==> config.mk <==
export PLATFORM = sky130hd
export DESIGN_NAME = length_prefixed_message_deframer_flat
export DESIGN_NICKNAME = d
export VERILOG_FILES = /design/src/sv/lpmd_pkg.sv /design/src/sv/lpmd_if.sv /design/src/sv/lpmd_cfg.sv /design/src/sv/lpmd_outq.sv /design/src/sv/lpmd_ctrl.sv /design/src/sv/length_prefixed_message_deframer.sv /design/src/flat_wrapper.sv
export VERILOG_INCLUDE_DIRS = /design/src /design/src/sv
export SDC_FILE = /design/constraint.sdc
export NUM_CORES = 1
export LEC_CHECK = 0
export BUFFER_PORTS_ARGS = -buffer_cell sky130_fd_sc_hd__buf_2
export CORE_ASPECT_RATIO = 0.9
export CORE_MARGIN = 2
export CORE_UTILIZATION = 55
export CTS_BUF_LIST = sky130_fd_sc_hd__clkbuf_16
export DETAILED_ROUTE_END_ITERATION = 16
export GPL_ROUTABILITY_DRIVEN = 0
export PLACE_DENSITY = 0.74
export SYNTH_ARGS = -nofsm -noshare
export SYNTH_HDL_FRONTEND = slang
export SYNTH_SLANG_ARGS = --single-unit
==> constraint.sdc <==
create_clock -name clk -period 6.6 [get_ports clk]
set_clock_uncertainty 0.05 [all_clocks]
set_input_delay 0.66 -clock clk [delete_from_list [all_inputs] [get_ports clk]]
set_output_delay 0.66 -clock clk [all_outputs]
set_load 0.05 [all_outputs]
==> src/sv/length_prefixed_message_deframer_macros.svh <==
// ----------------------------------------------------------------------------
// Assertion macros for the length-prefixed message deframer
// Shared property wrappers, clocked on clk and held off during reset
// ----------------------------------------------------------------------------
`ifndef LENGTH_PREFIXED_MESSAGE_DEFRAMER_MACROS_SVH
`define LENGTH_PREFIXED_MESSAGE_DEFRAMER_MACROS_SVH

// same-cycle implication
`define LPMD_ASSERT_IMPL(lbl, ante, cons, msg) \
	lbl: assert property (@(posedge clk) disable iff (!arst_n) (ante) |-> (cons)) \
		else $error(msg);

// next-cycle implication
`define LPMD_ASSERT_NEXT(lbl, ante, cons, msg) \
	lbl: assert property (@(posedge clk) disable iff (!arst_n) (ante) |=> (cons)) \
		else $error(msg);

`endif

==> src/sv/lpmd_pkg.sv <==
// ----------------------------------------------------------------------------
// lpmd_pkg
// Constants, types and helper functions of the message deframer
// ----------------------------------------------------------------------------
`default_nettype none

package lpmd_pkg;

	// header storage
	localparam int HEADER_MAX = 16;
	localparam int HDR_AW = (HEADER_MAX > 1) ? $clog2(HEADER_MAX) : 1;
	localparam int HDR_CW = $clog2(HEADER_MAX + 1);

	// length field
	localparam int LENGTH_MAX_BYTES = 4;
	localparam int LEN_W = 32;
	localparam int LW_W = 3;

	// register and field widths
	localparam int BYTE_W = 8;
	localparam int HS_W = 5;
	localparam int OFF_W = 4;
	localparam int LB_W = 3;
	localparam int MAX_W = 24;
	localparam int ASUM_W = ((HDR_AW > OFF_W) ? HDR_AW : OFF_W) + 1;

	// register reset values
	localparam logic [HS_W-1:0] RST_HEADER_SIZE = HS_W'(4);
	localparam logic [OFF_W-1:0] RST_LENGTH_OFFSET = OFF_W'(0);
	localparam logic [LB_W-1:0] RST_LENGTH_BYTES = LB_W'(4);
	localparam logic [MAX_W-1:0] RST_MAX_BODY = MAX_W'(1024);

	// register map
	localparam int REG_IW = 2;
	localparam int APB_AW = REG_IW + 2;
	localparam int APB_DW = 32;
	localparam logic [REG_IW-1:0] REG_HEADER_SIZE = REG_IW'(0);
	localparam logic [REG_IW-1:0] REG_LENGTH_OFFSET = REG_IW'(1);
	localparam logic [REG_IW-1:0] REG_LENGTH_BYTES = REG_IW'(2);
	localparam logic [REG_IW-1:0] REG_MAX_BODY = REG_IW'(3);

	// output queue
	localparam int OQ_DEPTH = 4;
	localparam int OQ_AW = $clog2(OQ_DEPTH);
	localparam int OQ_LW = $clog2(OQ_DEPTH + 1);

	typedef struct packed {
		logic [HS_W-1:0] header_size;
		logic [OFF_W-1:0] length_offset;
		logic [LB_W-1:0] length_bytes;
		logic [MAX_W-1:0] max_body;
	} cfg_t;

	typedef struct packed {
		logic psel;
		logic penable;
		logic pwrite;
		logic [APB_AW-1:0] paddr;
		logic [APB_DW-1:0] pwdata;
	} apb_req_t;

	typedef struct packed {
		logic [BYTE_W-1:0] out_byte;
		logic first;
		logic last;
		logic oversize_error;
	} item_t;

	typedef struct packed {
		logic valid;
		item_t item;
	} q_push_t;

	// header size clamped to 1..HEADER_MAX
	function automatic logic [HDR_CW-1:0] eff_hsize(input logic [HS_W-1:0] hs);
		int h;
		h = int'(hs);
		if (h < 1) h = 1;
		if (h > HEADER_MAX) h = HEADER_MAX;
		return HDR_CW'(h);
	endfunction

	// length field width in bytes, zero when there is no usable field
	function automatic logic [LW_W-1:0] eff_lwidth(
		input logic [HDR_CW-1:0] hs,
		input logic [OFF_W-1:0] off,
		input logic [LB_W-1:0] lb
	);
		int w;
		int h;
		w = int'(lb);
		h = int'(hs);
		if (w > LENGTH_MAX_BYTES) w = LENGTH_MAX_BYTES;
		if (w > h) w = h;
		if (w == 3) w = 4;
		if (w > 4) w = 4;
		if (w == 0) return '0;
		if (int'(off) + w > h) return '0;
		return LW_W'(w);
	endfunction

endpackage

`default_nettype wire

==> src/sv/lpmd_if.sv <==
// ----------------------------------------------------------------------------
// lpmd_if
// Valid/ready channels of the deframer: raw byte input, message item output
// ----------------------------------------------------------------------------
`default_nettype none

interface lpmd_in_if;
	logic valid;
	logic ready;
	logic [lpmd_pkg::BYTE_W-1:0] in_byte;

	modport source (output valid, output in_byte, input ready);
	modport sink (input valid, input in_byte, output ready);
endinterface

interface lpmd_out_if;
	logic valid;
	logic ready;
	logic [lpmd_pkg::BYTE_W-1:0] out_byte;
	logic first;
	logic last;
	logic oversize_error;

	modport source (output valid, output out_byte, output first, output last,
		output oversize_error, input ready);
	modport sink (input valid, input out_byte, input first, input last,
		input oversize_error, output ready);
endinterface

`default_nettype wire

==> src/sv/lpmd_cfg.sv <==
// ----------------------------------------------------------------------------
// lpmd_cfg
// APB register file: header size, length offset, length width, max body
// ----------------------------------------------------------------------------
`default_nettype none

module lpmd_cfg (
	input  logic                                clk,
	input  logic                                arst_n,
	input  lpmd_pkg::apb_req_t                  apb,
	output logic [lpmd_pkg::APB_DW-1:0]         prdata,
	output logic                                pready,
	output lpmd_pkg::cfg_t                      cfg
);

	lpmd_pkg::cfg_t cfg_q;
	logic wr;
	logic [lpmd_pkg::REG_IW-1:0] idx;

	assign pready = 1'b1;
	assign wr = apb.psel && apb.penable && apb.pwrite;
	assign idx = apb.paddr[lpmd_pkg::APB_AW-1:2];
	assign cfg = cfg_q;

	// register writes
	always_ff @(posedge clk or negedge arst_n) begin
		if (!arst_n) begin
			cfg_q.header_size <= lpmd_pkg::RST_HEADER_SIZE;
			cfg_q.length_offset <= lpmd_pkg::RST_LENGTH_OFFSET;
			cfg_q.length_bytes <= lpmd_pkg::RST_LENGTH_BYTES;
			cfg_q.max_body <= lpmd_pkg::RST_MAX_BODY;
		end else if (wr) begin
			unique case (idx)
				lpmd_pkg::REG_HEADER_SIZE: begin
					cfg_q.header_size <= apb.pwdata[lpmd_pkg::HS_W-1:0];
				end
				lpmd_pkg::REG_LENGTH_OFFSET: begin
					cfg_q.length_offset <= apb.pwdata[lpmd_pkg::OFF_W-1:0];
				end
				lpmd_pkg::REG_LENGTH_BYTES: begin
					cfg_q.length_bytes <= apb.pwdata[lpmd_pkg::LB_W-1:0];
				end
				lpmd_pkg::REG_MAX_BODY: begin
					cfg_q.max_body <= apb.pwdata[lpmd_pkg::MAX_W-1:0];
				end
				default: begin
				end
			endcase
		end
	end

	// read mux
	always_comb begin
		unique case (idx)
			lpmd_pkg::REG_HEADER_SIZE: prdata = lpmd_pkg::APB_DW'(cfg_q.header_size);
			lpmd_pkg::REG_LENGTH_OFFSET: prdata = lpmd_pkg::APB_DW'(cfg_q.length_offset);
			lpmd_pkg::REG_LENGTH_BYTES: prdata = lpmd_pkg::APB_DW'(cfg_q.length_bytes);
			lpmd_pkg::REG_MAX_BODY: prdata = lpmd_pkg::APB_DW'(cfg_q.max_body);
			default: prdata = '0;
		endcase
	end

endmodule

`default_nettype wire

==> src/sv/lpmd_outq.sv <==
// ----------------------------------------------------------------------------
// lpmd_outq
// Small output queue that decouples message items from the downstream side
// ----------------------------------------------------------------------------
`default_nettype none

`include "length_prefixed_message_deframer_macros.svh"

module lpmd_outq (
	input  logic                          clk,
	input  logic                          arst_n,
	input  lpmd_pkg::q_push_t             push,
	output logic [lpmd_pkg::OQ_LW-1:0]    level,
	lpmd_out_if.source                    tx
);

	lpmd_pkg::item_t q_mem [lpmd_pkg::OQ_DEPTH];
	logic [lpmd_pkg::OQ_AW-1:0] wr_ptr_q;
	logic [lpmd_pkg::OQ_AW-1:0] rd_ptr_q;
	logic [lpmd_pkg::OQ_LW-1:0] level_q;
	logic pop;
	lpmd_pkg::item_t head;

	assign level = level_q;
	assign pop = tx.valid && tx.ready;
	assign head = q_mem[rd_ptr_q];

	// head item to the output channel
	assign tx.valid = (level_q != '0);
	assign tx.out_byte = head.out_byte;
	assign tx.first = head.first;
	assign tx.last = head.last;
	assign tx.oversize_error = head.oversize_error;

	// queue storage
	always_ff @(posedge clk) begin
		if (push.valid) begin
			q_mem[wr_ptr_q] <= push.item;
		end
	end

	// pointers and fill level
	always_ff @(posedge clk or negedge arst_n) begin
		if (!arst_n) begin
			wr_ptr_q <= '0;
			rd_ptr_q <= '0;
			level_q <= '0;
		end else begin
			if (push.valid) begin
				wr_ptr_q <= (wr_ptr_q == lpmd_pkg::OQ_AW'(lpmd_pkg::OQ_DEPTH - 1)) ?
					'0 : wr_ptr_q + lpmd_pkg::OQ_AW'(1);
			end
			if (pop) begin
				rd_ptr_q <= (rd_ptr_q == lpmd_pkg::OQ_AW'(lpmd_pkg::OQ_DEPTH - 1)) ?
					'0 : rd_ptr_q + lpmd_pkg::OQ_AW'(1);
			end
			level_q <= level_q + lpmd_pkg::OQ_LW'(push.valid) - lpmd_pkg::OQ_LW'(pop);
		end
	end

	`LPMD_ASSERT_IMPL(a_level_range, 1'b1, level_q <= lpmd_pkg::OQ_LW'(lpmd_pkg::OQ_DEPTH), "queue level out of range")
	`LPMD_ASSERT_IMPL(a_ptr_match, wr_ptr_q == rd_ptr_q, level_q == '0 || level_q == lpmd_pkg::OQ_LW'(lpmd_pkg::OQ_DEPTH), "pointers equal with queue partly filled")
	`LPMD_ASSERT_IMPL(a_no_overflow, push.valid && !pop, level_q < lpmd_pkg::OQ_LW'(lpmd_pkg::OQ_DEPTH), "push into a full queue")

endmodule

`default_nettype wire

==> src/sv/lpmd_ctrl.sv <==
// ----------------------------------------------------------------------------
// lpmd_ctrl
// Header RAM and framing sequencer: collects header bytes, reads the length
// field back from the RAM, checks it and replays the header (or pushes one
// oversize_error item in its place), then passes body
`default_nettype none

`include "length_prefixed_message_deframer_macros.svh"

module lpmd_ctrl (
	input  logic                          clk,
	input  logic                          arst_n,
	input  lpmd_pkg::cfg_t                cfg,
	input  logic [lpmd_pkg::OQ_LW-1:0]    q_level,
	output lpmd_pkg::q_push_t             push,
	lpmd_in_if.sink                       rx
);

	localparam logic [1:0] ST_COLLECT = 2'd0;
	localparam logic [1:0] ST_LEN = 2'd1;
	localparam logic [1:0] ST_CHECK = 2'd2;
	localparam logic [1:0] ST_REPLAY = 2'd3;

	// header RAM
	logic [lpmd_pkg::BYTE_W-1:0] hdr_mem [lpmd_pkg::HEADER_MAX];
	logic hdr_we;
	logic [lpmd_pkg::HDR_AW-1:0] wr_addr;
	logic rd_en;
	logic [lpmd_pkg::HDR_AW-1:0] rd_addr;
	logic [lpmd_pkg::BYTE_W-1:0] rd_data_s1;

	// framing state
	logic [1:0] st_q;
	logic [lpmd_pkg::HDR_CW-1:0] hdr_cnt_q;
	logic in_body_q;
	logic [lpmd_pkg::MAX_W-1:0] body_rem_q;
	logic [lpmd_pkg::LEN_W-1:0] len_q;
	logic [lpmd_pkg::LW_W-1:0] lidx_q;
	logic [lpmd_pkg::HDR_CW-1:0] ridx_q;
	logic lrd_s1;
	logic rrd_s1;
	logic first_s1;
	logic last_s1;

	logic [lpmd_pkg::HDR_CW-1:0] hs_eff;
	logic [lpmd_pkg::LW_W-1:0] lw_eff;
	logic [lpmd_pkg::HDR_CW-1:0] cnt_inc;
	logic [lpmd_pkg::ASUM_W-1:0] laddr_sum;
	logic accept;
	logic hdr_done;
	logic q_space;
	logic oversize;

	assign hs_eff = lpmd_pkg::eff_hsize(cfg.header_size);
	assign lw_eff = lpmd_pkg::eff_lwidth(hs_eff, cfg.length_offset, cfg.length_bytes);

	// input handshake
	assign rx.ready = (st_q == ST_COLLECT) &&
		(!in_body_q || q_level < lpmd_pkg::OQ_LW'(lpmd_pkg::OQ_DEPTH));
	assign accept = rx.valid && rx.ready;
	assign cnt_inc = hdr_cnt_q + lpmd_pkg::HDR_CW'(1);
	assign hdr_done = cnt_inc >= hs_eff;

	// queue room, counting a replay read still in flight
	assign q_space = (q_level + lpmd_pkg::OQ_LW'(rrd_s1)) <
		lpmd_pkg::OQ_LW'(lpmd_pkg::OQ_DEPTH);
	assign oversize = len_q > lpmd_pkg::LEN_W'(cfg.max_body);

	// RAM write and read port selection
	assign hdr_we = accept && !in_body_q &&
		(hdr_cnt_q < lpmd_pkg::HDR_CW'(lpmd_pkg::HEADER_MAX));
	assign wr_addr = hdr_cnt_q[lpmd_pkg::HDR_AW-1:0];
	assign laddr_sum = lpmd_pkg::ASUM_W'(cfg.length_offset) + lpmd_pkg::ASUM_W'(lidx_q);

	always_comb begin
		rd_en = 1'b0;
		rd_addr = ridx_q[lpmd_pkg::HDR_AW-1:0];
		unique case (st_q)
			ST_LEN: begin
				rd_en = lidx_q < lw_eff;
				rd_addr = laddr_sum[lpmd_pkg::HDR_AW-1:0];
			end
			ST_REPLAY: begin
				rd_en = (ridx_q < hs_eff) && q_space;
			end
			default: begin
			end
		endcase
	end

	always_ff @(posedge clk) begin
		if (hdr_we) begin
			hdr_mem[wr_addr] <= rx.in_byte;
		end
		if (rd_en) begin
			rd_data_s1 <= hdr_mem[rd_addr];
		end
	end

	// item pushed to the output queue
	always_comb begin
		push.valid = 1'b0;
		push.item.out_byte = rx.in_byte;
		push.item.first = 1'b0;
		push.item.last = body_rem_q <= lpmd_pkg::MAX_W'(1);
		push.item.oversize_error = 1'b0;
		priority if (rrd_s1) begin
			push.valid = 1'b1;
			push.item.out_byte = rd_data_s1;
			push.item.first = first_s1;
			push.item.last = last_s1;
		end else if (st_q == ST_CHECK && oversize) begin
			push.valid = q_space;
			push.item.out_byte = '0;
			push.item.last = 1'b0;
			push.item.oversize_error = 1'b1;
		end else if (st_q == ST_COLLECT && accept && in_body_q) begin
			push.valid = 1'b1;
		end else begin
			push.valid = 1'b0;
		end
	end

	// framing sequencer
	always_ff @(posedge clk or negedge arst_n) begin
		if (!arst_n) begin
			st_q <= ST_COLLECT;
			hdr_cnt_q <= '0;
			in_body_q <= 1'b0;
			body_rem_q <= '0;
			len_q <= '0;
			lidx_q <= '0;
			ridx_q <= '0;
			lrd_s1 <= 1'b0;
			rrd_s1 <= 1'b0;
			first_s1 <= 1'b0;
			last_s1 <= 1'b0;
		end else begin
			lrd_s1 <= rd_en && (st_q == ST_LEN);
			rrd_s1 <= rd_en && (st_q == ST_REPLAY);
			first_s1 <= ridx_q == '0;
			last_s1 <= (len_q == '0) && (ridx_q == hs_eff - lpmd_pkg::HDR_CW'(1));
			unique case (st_q)
				ST_COLLECT: begin
					if (accept) begin
						if (in_body_q) begin
							body_rem_q <= body_rem_q - lpmd_pkg::MAX_W'(1);
							if (body_rem_q <= lpmd_pkg::MAX_W'(1)) in_body_q <= 1'b0;
						end else if (hdr_done) begin
							hdr_cnt_q <= '0;
							lidx_q <= '0;
							len_q <= '0;
							st_q <= ST_LEN;
						end else begin
							hdr_cnt_q <= cnt_inc;
						end
					end
				end
				ST_LEN: begin
					// big-endian accumulate as bytes return
					if (lrd_s1) begin
						len_q <= (len_q << lpmd_pkg::BYTE_W) | lpmd_pkg::LEN_W'(rd_data_s1);
					end
					if (lidx_q < lw_eff) begin
						lidx_q <= lidx_q + lpmd_pkg::LW_W'(1);
					end else if (!lrd_s1) begin
						st_q <= ST_CHECK;
					end
				end
				ST_CHECK: begin
					if (oversize) begin
						if (q_space) st_q <= ST_COLLECT;
					end else begin
						ridx_q <= '0;
						st_q <= ST_REPLAY;
					end
				end
				ST_REPLAY: begin
					if (rd_en) begin
						ridx_q <= ridx_q + lpmd_pkg::HDR_CW'(1);
					end else if (ridx_q == hs_eff && !rrd_s1) begin
						if (len_q != '0) begin
							in_body_q <= 1'b1;
							body_rem_q <= lpmd_pkg::MAX_W'(len_q);
						end
						st_q <= ST_COLLECT;
					end
				end
				default: begin
					st_q <= ST_COLLECT;
				end
			endcase
		end
	end

	`LPMD_ASSERT_IMPL(a_push_room, push.valid, q_level < lpmd_pkg::OQ_LW'(lpmd_pkg::OQ_DEPTH), "item pushed with output queue full")
	`LPMD_ASSERT_IMPL(a_body_count, in_body_q, body_rem_q != '0, "body phase with nothing left to pass")
	`LPMD_ASSERT_IMPL(a_collect_clean, st_q == ST_COLLECT, hdr_cnt_q < lpmd_pkg::HDR_CW'(lpmd_pkg::HEADER_MAX) && !rrd_s1, "header count overrun or replay read left over")
	`LPMD_ASSERT_NEXT(a_hdr_to_len, st_q == ST_COLLECT && accept && !in_body_q && hdr_done, st_q == ST_LEN && lidx_q == '0 && hdr_cnt_q == '0, "header completion did not start length read")

endmodule

`default_nettype wire

==> src/sv/length_prefixed_message_deframer.sv <==
// ----------------------------------------------------------------------------
// length_prefixed_message_deframer
// Cuts a byte stream into header-plus-body messages
// ----------------------------------------------------------------------------
// Each input item is one stream byte. Header bytes are written to a 16-entry
// header RAM and produce no output until the header is complete; the length
// field is then read back one byte per cycle through the RAM's single read
// port, checked against max_body, and the header is replayed from the RAM
// (first byte marked) or replaced by one oversize_error item. Body bytes then
// pass through a 4-entry output queue, the last one marked. Header and body
// bytes are taken at one item per cycle, body bytes only while the output
// queue has room; after the byte that completes a header, input pauses while
// the RAM read port serves the length read and the header replay, or the
// oversize_error item is queued, longer whenever the output side stalls.
// Registers are written over APB at byte address 4*index.
`default_nettype none

module length_prefixed_message_deframer (
	input  logic                              clk,
	input  logic                              arst_n,
	input  logic                              psel,
	input  logic                              penable,
	input  logic                              pwrite,
	input  logic [lpmd_pkg::APB_AW-1:0]       paddr,
	input  logic [lpmd_pkg::APB_DW-1:0]       pwdata,
	output logic [lpmd_pkg::APB_DW-1:0]       prdata,
	output logic                              pready,
	lpmd_in_if.sink                           rx,
	lpmd_out_if.source                        tx
);

	lpmd_pkg::apb_req_t apb;
	lpmd_pkg::cfg_t cfg;
	lpmd_pkg::q_push_t push;
	logic [lpmd_pkg::OQ_LW-1:0] q_level;

	// bundle the APB request
	assign apb.psel = psel;
	assign apb.penable = penable;
	assign apb.pwrite = pwrite;
	assign apb.paddr = paddr;
	assign apb.pwdata = pwdata;

	lpmd_cfg u_cfg (
		.clk    (clk),
		.arst_n (arst_n),
		.apb    (apb),
		.prdata (prdata),
		.pready (pready),
		.cfg    (cfg)
	);

	lpmd_ctrl u_ctrl (
		.clk     (clk),
		.arst_n  (arst_n),
		.cfg     (cfg),
		.q_level (q_level),
		.push    (push),
		.rx      (rx)
	);

	lpmd_outq u_outq (
		.clk    (clk),
		.arst_n (arst_n),
		.push   (push),
		.level  (q_level),
		.tx     (tx)
	);

endmodule

`default_nettype wire
==> src/flat_wrapper.sv <==
// flat-port wrapper written by rule: the top's interface ports become plain ports
module length_prefixed_message_deframer_flat 
  (clk, arst_n, psel, penable, pwrite, paddr, pwdata, prdata, pready, rx_valid, rx_in_byte, rx_ready, tx_valid, tx_out_byte, tx_first, tx_last, tx_oversize_error, tx_ready);
  lpmd_in_if rx_i ();
  lpmd_out_if tx_i ();
  input  logic clk;
  input  logic arst_n;
  input  logic psel;
  input  logic penable;
  input  logic pwrite;
  input  logic [lpmd_pkg::APB_AW-1:0] paddr;
  input  logic [lpmd_pkg::APB_DW-1:0] pwdata;
  output logic [lpmd_pkg::APB_DW-1:0] prdata;
  output logic pready;
  input wire logic [$bits(rx_i.valid)-1:0] rx_valid;
  input wire logic [$bits(rx_i.in_byte)-1:0] rx_in_byte;
  output wire logic [$bits(rx_i.ready)-1:0] rx_ready;
  output wire logic [$bits(tx_i.valid)-1:0] tx_valid;
  output wire logic [$bits(tx_i.out_byte)-1:0] tx_out_byte;
  output wire logic [$bits(tx_i.first)-1:0] tx_first;
  output wire logic [$bits(tx_i.last)-1:0] tx_last;
  output wire logic [$bits(tx_i.oversize_error)-1:0] tx_oversize_error;
  input wire logic [$bits(tx_i.ready)-1:0] tx_ready;
  assign rx_i.valid = rx_valid;
  assign rx_i.in_byte = rx_in_byte;
  assign rx_ready = rx_i.ready;
  assign tx_valid = tx_i.valid;
  assign tx_out_byte = tx_i.out_byte;
  assign tx_first = tx_i.first;
  assign tx_last = tx_i.last;
  assign tx_oversize_error = tx_i.oversize_error;
  assign tx_i.ready = tx_ready;
  length_prefixed_message_deframer u_core (.clk(clk), .arst_n(arst_n), .psel(psel), .penable(penable), .pwrite(pwrite), .paddr(paddr), .pwdata(pwdata), .prdata(prdata), .pready(pready), .rx(rx_i), .tx(tx_i));
endmodule
======== After elaboration in Yosys (flattened, before gate mapping) ========
Memory sizes are Yosys's and may differ from the RTL's. A register that Yosys moved wholly into a read port is not among the register bits.
Index checks and enable logic that the tools add are counted.
storage, ports and cells
  output and inout bits ................... 46
  input port bits ......................... 51
  memories ................................ 2
  bits in latches ......................... 0
  bits in read-only memories .............. 0
  memory bits (writable) .................. 172
  register bits after elaboration ......... 119
cells by class
  divide/modulo/power cells ............... 0
  add/subtract/negate cells ............... 12
  $mul .................................... 0
  shifts and indexed selects .............. 0
  equal/unequal tests ..................... 25
  bitwise logic cells ..................... 2
  multiplexer cells ....................... 67
  $lt $le $gt $ge ......................... 14
  reduce and logical (&&, ||, !) cells .... 39
memories
  name                   words  width  rd ports  clocked after Yosys merged registers in  wr ports  RTL line         RTL
  u_core.u_ctrl.hdr_mem  16     8      1         1                                        1         lpmd_ctrl.sv:25  logic [lpmd_pkg::BYTE_W-1:0] hdr_mem [lpmd_pkg::HEADER_MAX];
  u_core.u_outq.q_mem    4      11     1         0                                        1         lpmd_outq.sv:17  lpmd_pkg::item_t q_mem [lpmd_pkg::OQ_DEPTH];
operator list
  operator               number
  $mux 32                7
  $pmux 32 s4            1
  $mux 24                5
  $gt 32x6->1            2
  $logic_not 32->1       2
  $pmux 32 s2            1
  $pmux 24 s2            1
  $add 5x32->32          1
  $eq 32x3->1 const B    1
  $gt 32x24->1           1
  $gt 32x4->1 const B    1
  $gt 32x6->1 const B    1
  $or 32x8->32           1
  $reduce_bool 32->1     1
  $mux 3                 9
  $mux 5                 5
  $le 24x1->1 const B    1
  $mux 2                 12
  $sub 24x1->24 const B  1
  $ne 2x2->1 const B     11
  $mux 1                 18
  $logic_and 1x1->1      15
  $reduce_and 5->1       3
  $eq 2x2->1 const B     6
  other kinds (36)       52

======== Depth between registers and ports, before layout ========
  depth in word-level cells ............... 20
  gate-level depth with buffers ........... 25
  mapped depth without buffers ............ 25

======== By module ========
From an unflattened synthesis, not the netlist that was laid out.
second synthesis, totals
  cell total of the unflattened synthesis .. 1268
  area total of the unflattened synthesis .. 14705.4 µm²
modules (own cells, without submodules)
  module     cells each  area each (µm²)  sequential area each (µm²)  times used
  lpmd_ctrl  1048        10984.3          5985.7                      1
  lpmd_outq  94          2015.7           1496.4                      1
  lpmd_cfg   126         1705.4           904.6                       1

======== Worst setup path before layout ========
OpenSTA, ideal clock, no wires.
  kind .................................... reg-to-reg
  start point ............................. register u_core.u_cfg.cfg_q (netlist bit u_core.u_cfg.cfg[35])
  end point ............................... register u_core.u_ctrl.rd_data_s1[0] (netlist name), read port of u_core.u_ctrl.hdr_mem, enable pin
  arrival ................................. 4407 ps
  slack ................................... 1811 ps
  stages on the path, launching flop included .. 20
  data required time ...................... 6218 ps
  path buffers ............................ 0
  cell sequence ........................... dfrtp_1 > inv_1 > nand2_1 > ha_1 > nor2b_1 > o31ai_1 > a311oi_2 > o41ai_1 > inv_1 > fa_1 > xnor2_1 > ha_1 > nand3_1 > or2_2 > a31o_2 > nand2_1 > ha_1 > o21a_1 > o31ai_2 > a21o_1
between the ends
  word-level cells in the longest chain between the ends .. 18
RTL lines
  element               RTL line         RTL
  start: declaration    lpmd_cfg.sv:16   lpmd_pkg::cfg_t cfg_q;
  $lt 5x1->1            lpmd_pkg.sv:78   if (h < 1) h = 1;
  $mux 5 *              lpmd_pkg.sv:78
  $gt 32x6->1           lpmd_pkg.sv:79   if (h > HEADER_MAX) h = HEADER_MAX;
  $mux 5 *              lpmd_pkg.sv:79
  $gt 32x6->1           lpmd_pkg.sv:94   if (w > h) w = h;
  $mux 32               lpmd_pkg.sv:94
  $eq 32x3->1           lpmd_pkg.sv:95   if (w == 3) w = 4;
  $mux 32               lpmd_pkg.sv:95
  $gt 32x4->1           lpmd_pkg.sv:96   if (w > 4) w = 4;
  $mux 32               lpmd_pkg.sv:96
  $add 5x32->32         lpmd_pkg.sv:98   if (int'(off) + w > h) return '0;
  $gt 32x6->1           lpmd_pkg.sv:98
  $mux 1 (2 in series)  lpmd_pkg.sv:98
  $mux 3                lpmd_pkg.sv:99   return LW_W'(w);
  $mux 3                lpmd_pkg.sv:98
  $lt 3x3->1            lpmd_ctrl.sv:80  rd_en = lidx_q < lw_eff;
  $pmux 1 s2 *          lpmd_ctrl.sv:78  unique case (st_q)
  end: declaration      lpmd_ctrl.sv:30  logic [lpmd_pkg::BYTE_W-1:0] rd_data_s1;
Every way passes the cells marked *; elsewhere a longest branch is shown, timed or not. The select of a mux whose other input is x is not followed.
A chain may end at the register's enable or synchronous reset.

======== Worst setup path after layout ========
  start point ............................. register u_core.u_cfg.cfg_q (netlist bit u_core.u_cfg.cfg[35])
  end point ............................... register u_core.u_ctrl.rd_data_s1[7] (netlist name), read port of u_core.u_ctrl.hdr_mem, enable pin
Same word-level chain as after synthesis.

==> impl_metrics.yaml <==
power:
  power.total_mw: 6.70
  p_int_mw: 4.19
  switchingPower_mw: 2.51
  p_sw_share_pct: 37.5
  clockPowerShare_pct: 23.8
  p_comb_share_pct: 36.6
  peakVddDrop_v: 0.000285
  p_leak_nw: 6.29
  power_density_nw_per_um2: 419
  power_frac_seq_pct: 39.6
finish:
  drive_above_1_share_pct: 17.2
  design_area_um2: 16000
  multi_input_area_um2: 5530
  fill_cells: 2025
  syn_to_final_growth_pct: 11.0
  antennaDiodeCount: 0
  regArea_um2: 8390
  fin_nets: 1366
setup_path:
  end_kind: "register"
  arrival_ns: 5.72
  critPathKind: "reg -> reg"
  cp-start-kind: "register"
  required_ns: 6.77
  cp_max_fo: 10
logic_synthesis:
  synthCells: 1177
  synth-seq-area-share_pct: 58.3
  synth_area_um2: 14400
  synth-main-ff-cell: "edfxtp_1"
  synth_common_cells: "edfxtp_1, nand2_1, dfrtp_1, o21ai_0, nor2_1"
  synth_edf_count: 180
  synth.most_common_cell: "edfxtp_1"
  synth_top_cell_by_area: "edfxtp_1"
  yosys-top-cells-area: "edfxtp_1, dfrtp_1, mux4_2, ha_1, nand2_1"
  syn_avg_cell_area_um2: 12.2
  synth-async-reset-ratio_pct: 39.8
  ys_ff_latch: 299
  synth_top_area_share_pct: 37.6
  synth_cell_types: 71
  yosys_warnings: 0
timing:
  slew_viol_final: 0
  setup_slack_ns: 1.05
  rsz0062_at_grt: "false"
  period_share_pct: 84.1
  max_freq_ghz: 0.180
  hold_viol: 0
  slew_headroom_pct: 20.2
  fin_crit_ns: 5.55
  fin_tns_setup_ns: 0
  setup_viol: 0
  max_slew.worst_pin.slew_ns: 1.19
clock_network:
  cts_buffers: 30
  cts_buffer_depth: 3
  htree_num_levels: 1
  post_cts_buffers: 0
  clock-root-buffer: "clkbuf_16"
  clk_pin_slew_ns: 0.06
  cts.sinks: 299
  hold_buffers: 0
  cts_tree: "built"
  post_cts_resized: 0
  insertion_delay_ns: 0.56
min_path:
  hold_path.class: "in -> async"
route:
  wl_met3_um: 1770
  first_pass_iters: 5
  wire_per_inst_um: 19.1
  wirelength_met1_um: 14200
  vias: 9412
  drtIter0Drc: 789
  route.met2.wl_um: 14100
  avgViaCountPerCell: 5.83
  ant_nets: 0
  top_layer_used: "met4"
  drc: 0
  wl_um: 30900
grt:
  grt_usage_pct: 22.8
  grt_first_pass_wirelength_um: 49600
  grt_max_degree: 65
  grt_antenna_before_repair: 0
  grt_pass1_vias: 9171
  gr-total-overflow: 0
die:
  core.rowCount: 56
  io_pins: 97
  die_area_um2: 27500
  start_util_pct: 55.5
  die_x_um: 175
  coreArea_um2: 25900
  die_y_um: 157
placed_design:
  io_buffers: 77
  hpwl_um: 20900
  pre_cts_ws_ns: 1.12
  place_area_um2: 15100
outcome:
  status: "finished, final reports clean"
flow_run:
  drv_cap: 0
==> power by group through the flow <==
stage	combinational, mW	sequential, mW	clock [mW]
detailed placement	2.44	2.68	0
floorplan	1.99	2.52	0
global route	2.71	2.69	1.71
CTS	2.46	2.65	1.63
finish	2.45	2.65	1.60
global placement	2.37	2.67	0
==> cell families after synthesis <==
logic type      share of synthesized area (%)
xor+xnor                                 1.10
mux                                      9.28
fa+ha+maj                                6.33
buf+inv                                  3.63
flops                                    58.3
other cells                            0.0522
compound gates                           10.0
simple gates                             11.3
==> flip-flops by register name, indices dropped and copies added (netlist names), 3 cells and up <==
register,count
u_core.u_ctrl.len_q,32
u_core.u_ctrl.hdr_cnt_q,5
u_core.u_ctrl.lidx_q,3
u_core.u_outq.q_mem,44
u_core.u_ctrl.ridx_q,5
u_core.u_ctrl.body_rem_q,24
u_core.u_ctrl.rd_data_s1,8
u_core.u_outq.level,3
u_core.u_cfg.cfg,36
u_core.u_ctrl.hdr_mem,128
==> per-layer routing <==
layer | up-vias | GRT usage, %
met2 | 289 | 36.1
li1 | 4421 | -
met5 | - | 0
met4 | 0 | 6.51
met3 | 64 | 3.67
met1 | 4638 | 33.0
==> layout make-up <==
| cell class | instances | area share [%] |
|---|---|---|
| Clock buffer | 30 | 4.70 |
| Clock inverter | 25 | 1.08 |
| Inverter | 53 | 1.25 |
| Multi-Input combinational cell | 768 | 34.6 |
| Sequential cell | 299 | 52.5 |
| Tap cell | 348 | 2.72 |
| Timing Repair Buffer | 92 | 3.13 |
==> layout by cell type, fill, tap and decap left out, types with 11 or more instances in the layout <==
cell type / Yosys / routed
nor2_1: 80 / 79
nor4_1: 14 / 14
nor2b_1: 16 / 15
mux2i_1: 12 / 12
dfrtp_1: 116 / 116
edfxtp_1: 180 / 180
a21oi_1: 50 / 49
ha_1: 68 / 68
buf_2: 10 / 76
mux4_2: 46 / 46
nand3_1: 15 / 15
nor3_1: 16 / 16
clkbuf_16: 0 / 30
nand2_1: 154 / 154
nand2b_1: 12 / 12
xnor2_1: 11 / 11
o21ai_0: 115 / 115
buf_4: 13 / 16
a211oi_1: 12 / 12
mux2_2: 13 / 13
inv_1: 53 / 59
==> worst paths after layout <==
kind | start | to | slack (ns) | cells after the start
max | u_core.u_cfg.cfg[35] | u_core.u_ctrl.rd_data_s1[7] | 1.05 | 20
min | arst_n | u_core.u_cfg.cfg[19] | 0.10 | 1
max reg2reg | u_core.u_cfg.cfg[35] | u_core.u_ctrl.rd_data_s1[7] | 1.05 | 20
min reg2reg | u_core.u_ctrl.len_q[30] | u_core.u_ctrl.len_q[30] | 0.43 | 2
max in group asynchronous | arst_n | u_core.u_ctrl.lrd_s1 | 5.13 | 2
min in group clk | pwdata[21] | u_core.u_cfg.cfg[21] | 0.26 | 3
==> metrics by stage <==
stage / hold WS (ns) / cells / util [%]
2_1_floorplan: 0.314 / 1185 / -
5_1_grt: 0.157 / 1615 / 61.6
6_report: 0.103 / 1615 / 61.6
3_3_place_gp: 0.416 / 1560 / 58.1
3_5_place_dp: 0.422 / 1560 / 58.1
4_1_cts: 0.111 / 1615 / 61.6
==> critical path, stage by stage (launching register included) <==
cell      delay [ns]
dfrtp_1         0.43
inv_1           0.27
nand2_1         0.26
ha_1            0.38
nor2b_1         0.14
o31ai_1         0.25
a311oi_2        0.13
o41ai_1         0.53
ha_1            0.33
a21o_1          0.18
a21oi_1         0.17
xnor2_1         0.09
ha_1            0.30
nand3_1         0.12
or2_2           0.31
a31o_2          0.27
nand2_1         0.07
ha_1            0.22
o21a_1          0.18
o31ai_2         0.09
a21o_1          0.43
(Power assumes the default switching activity.)
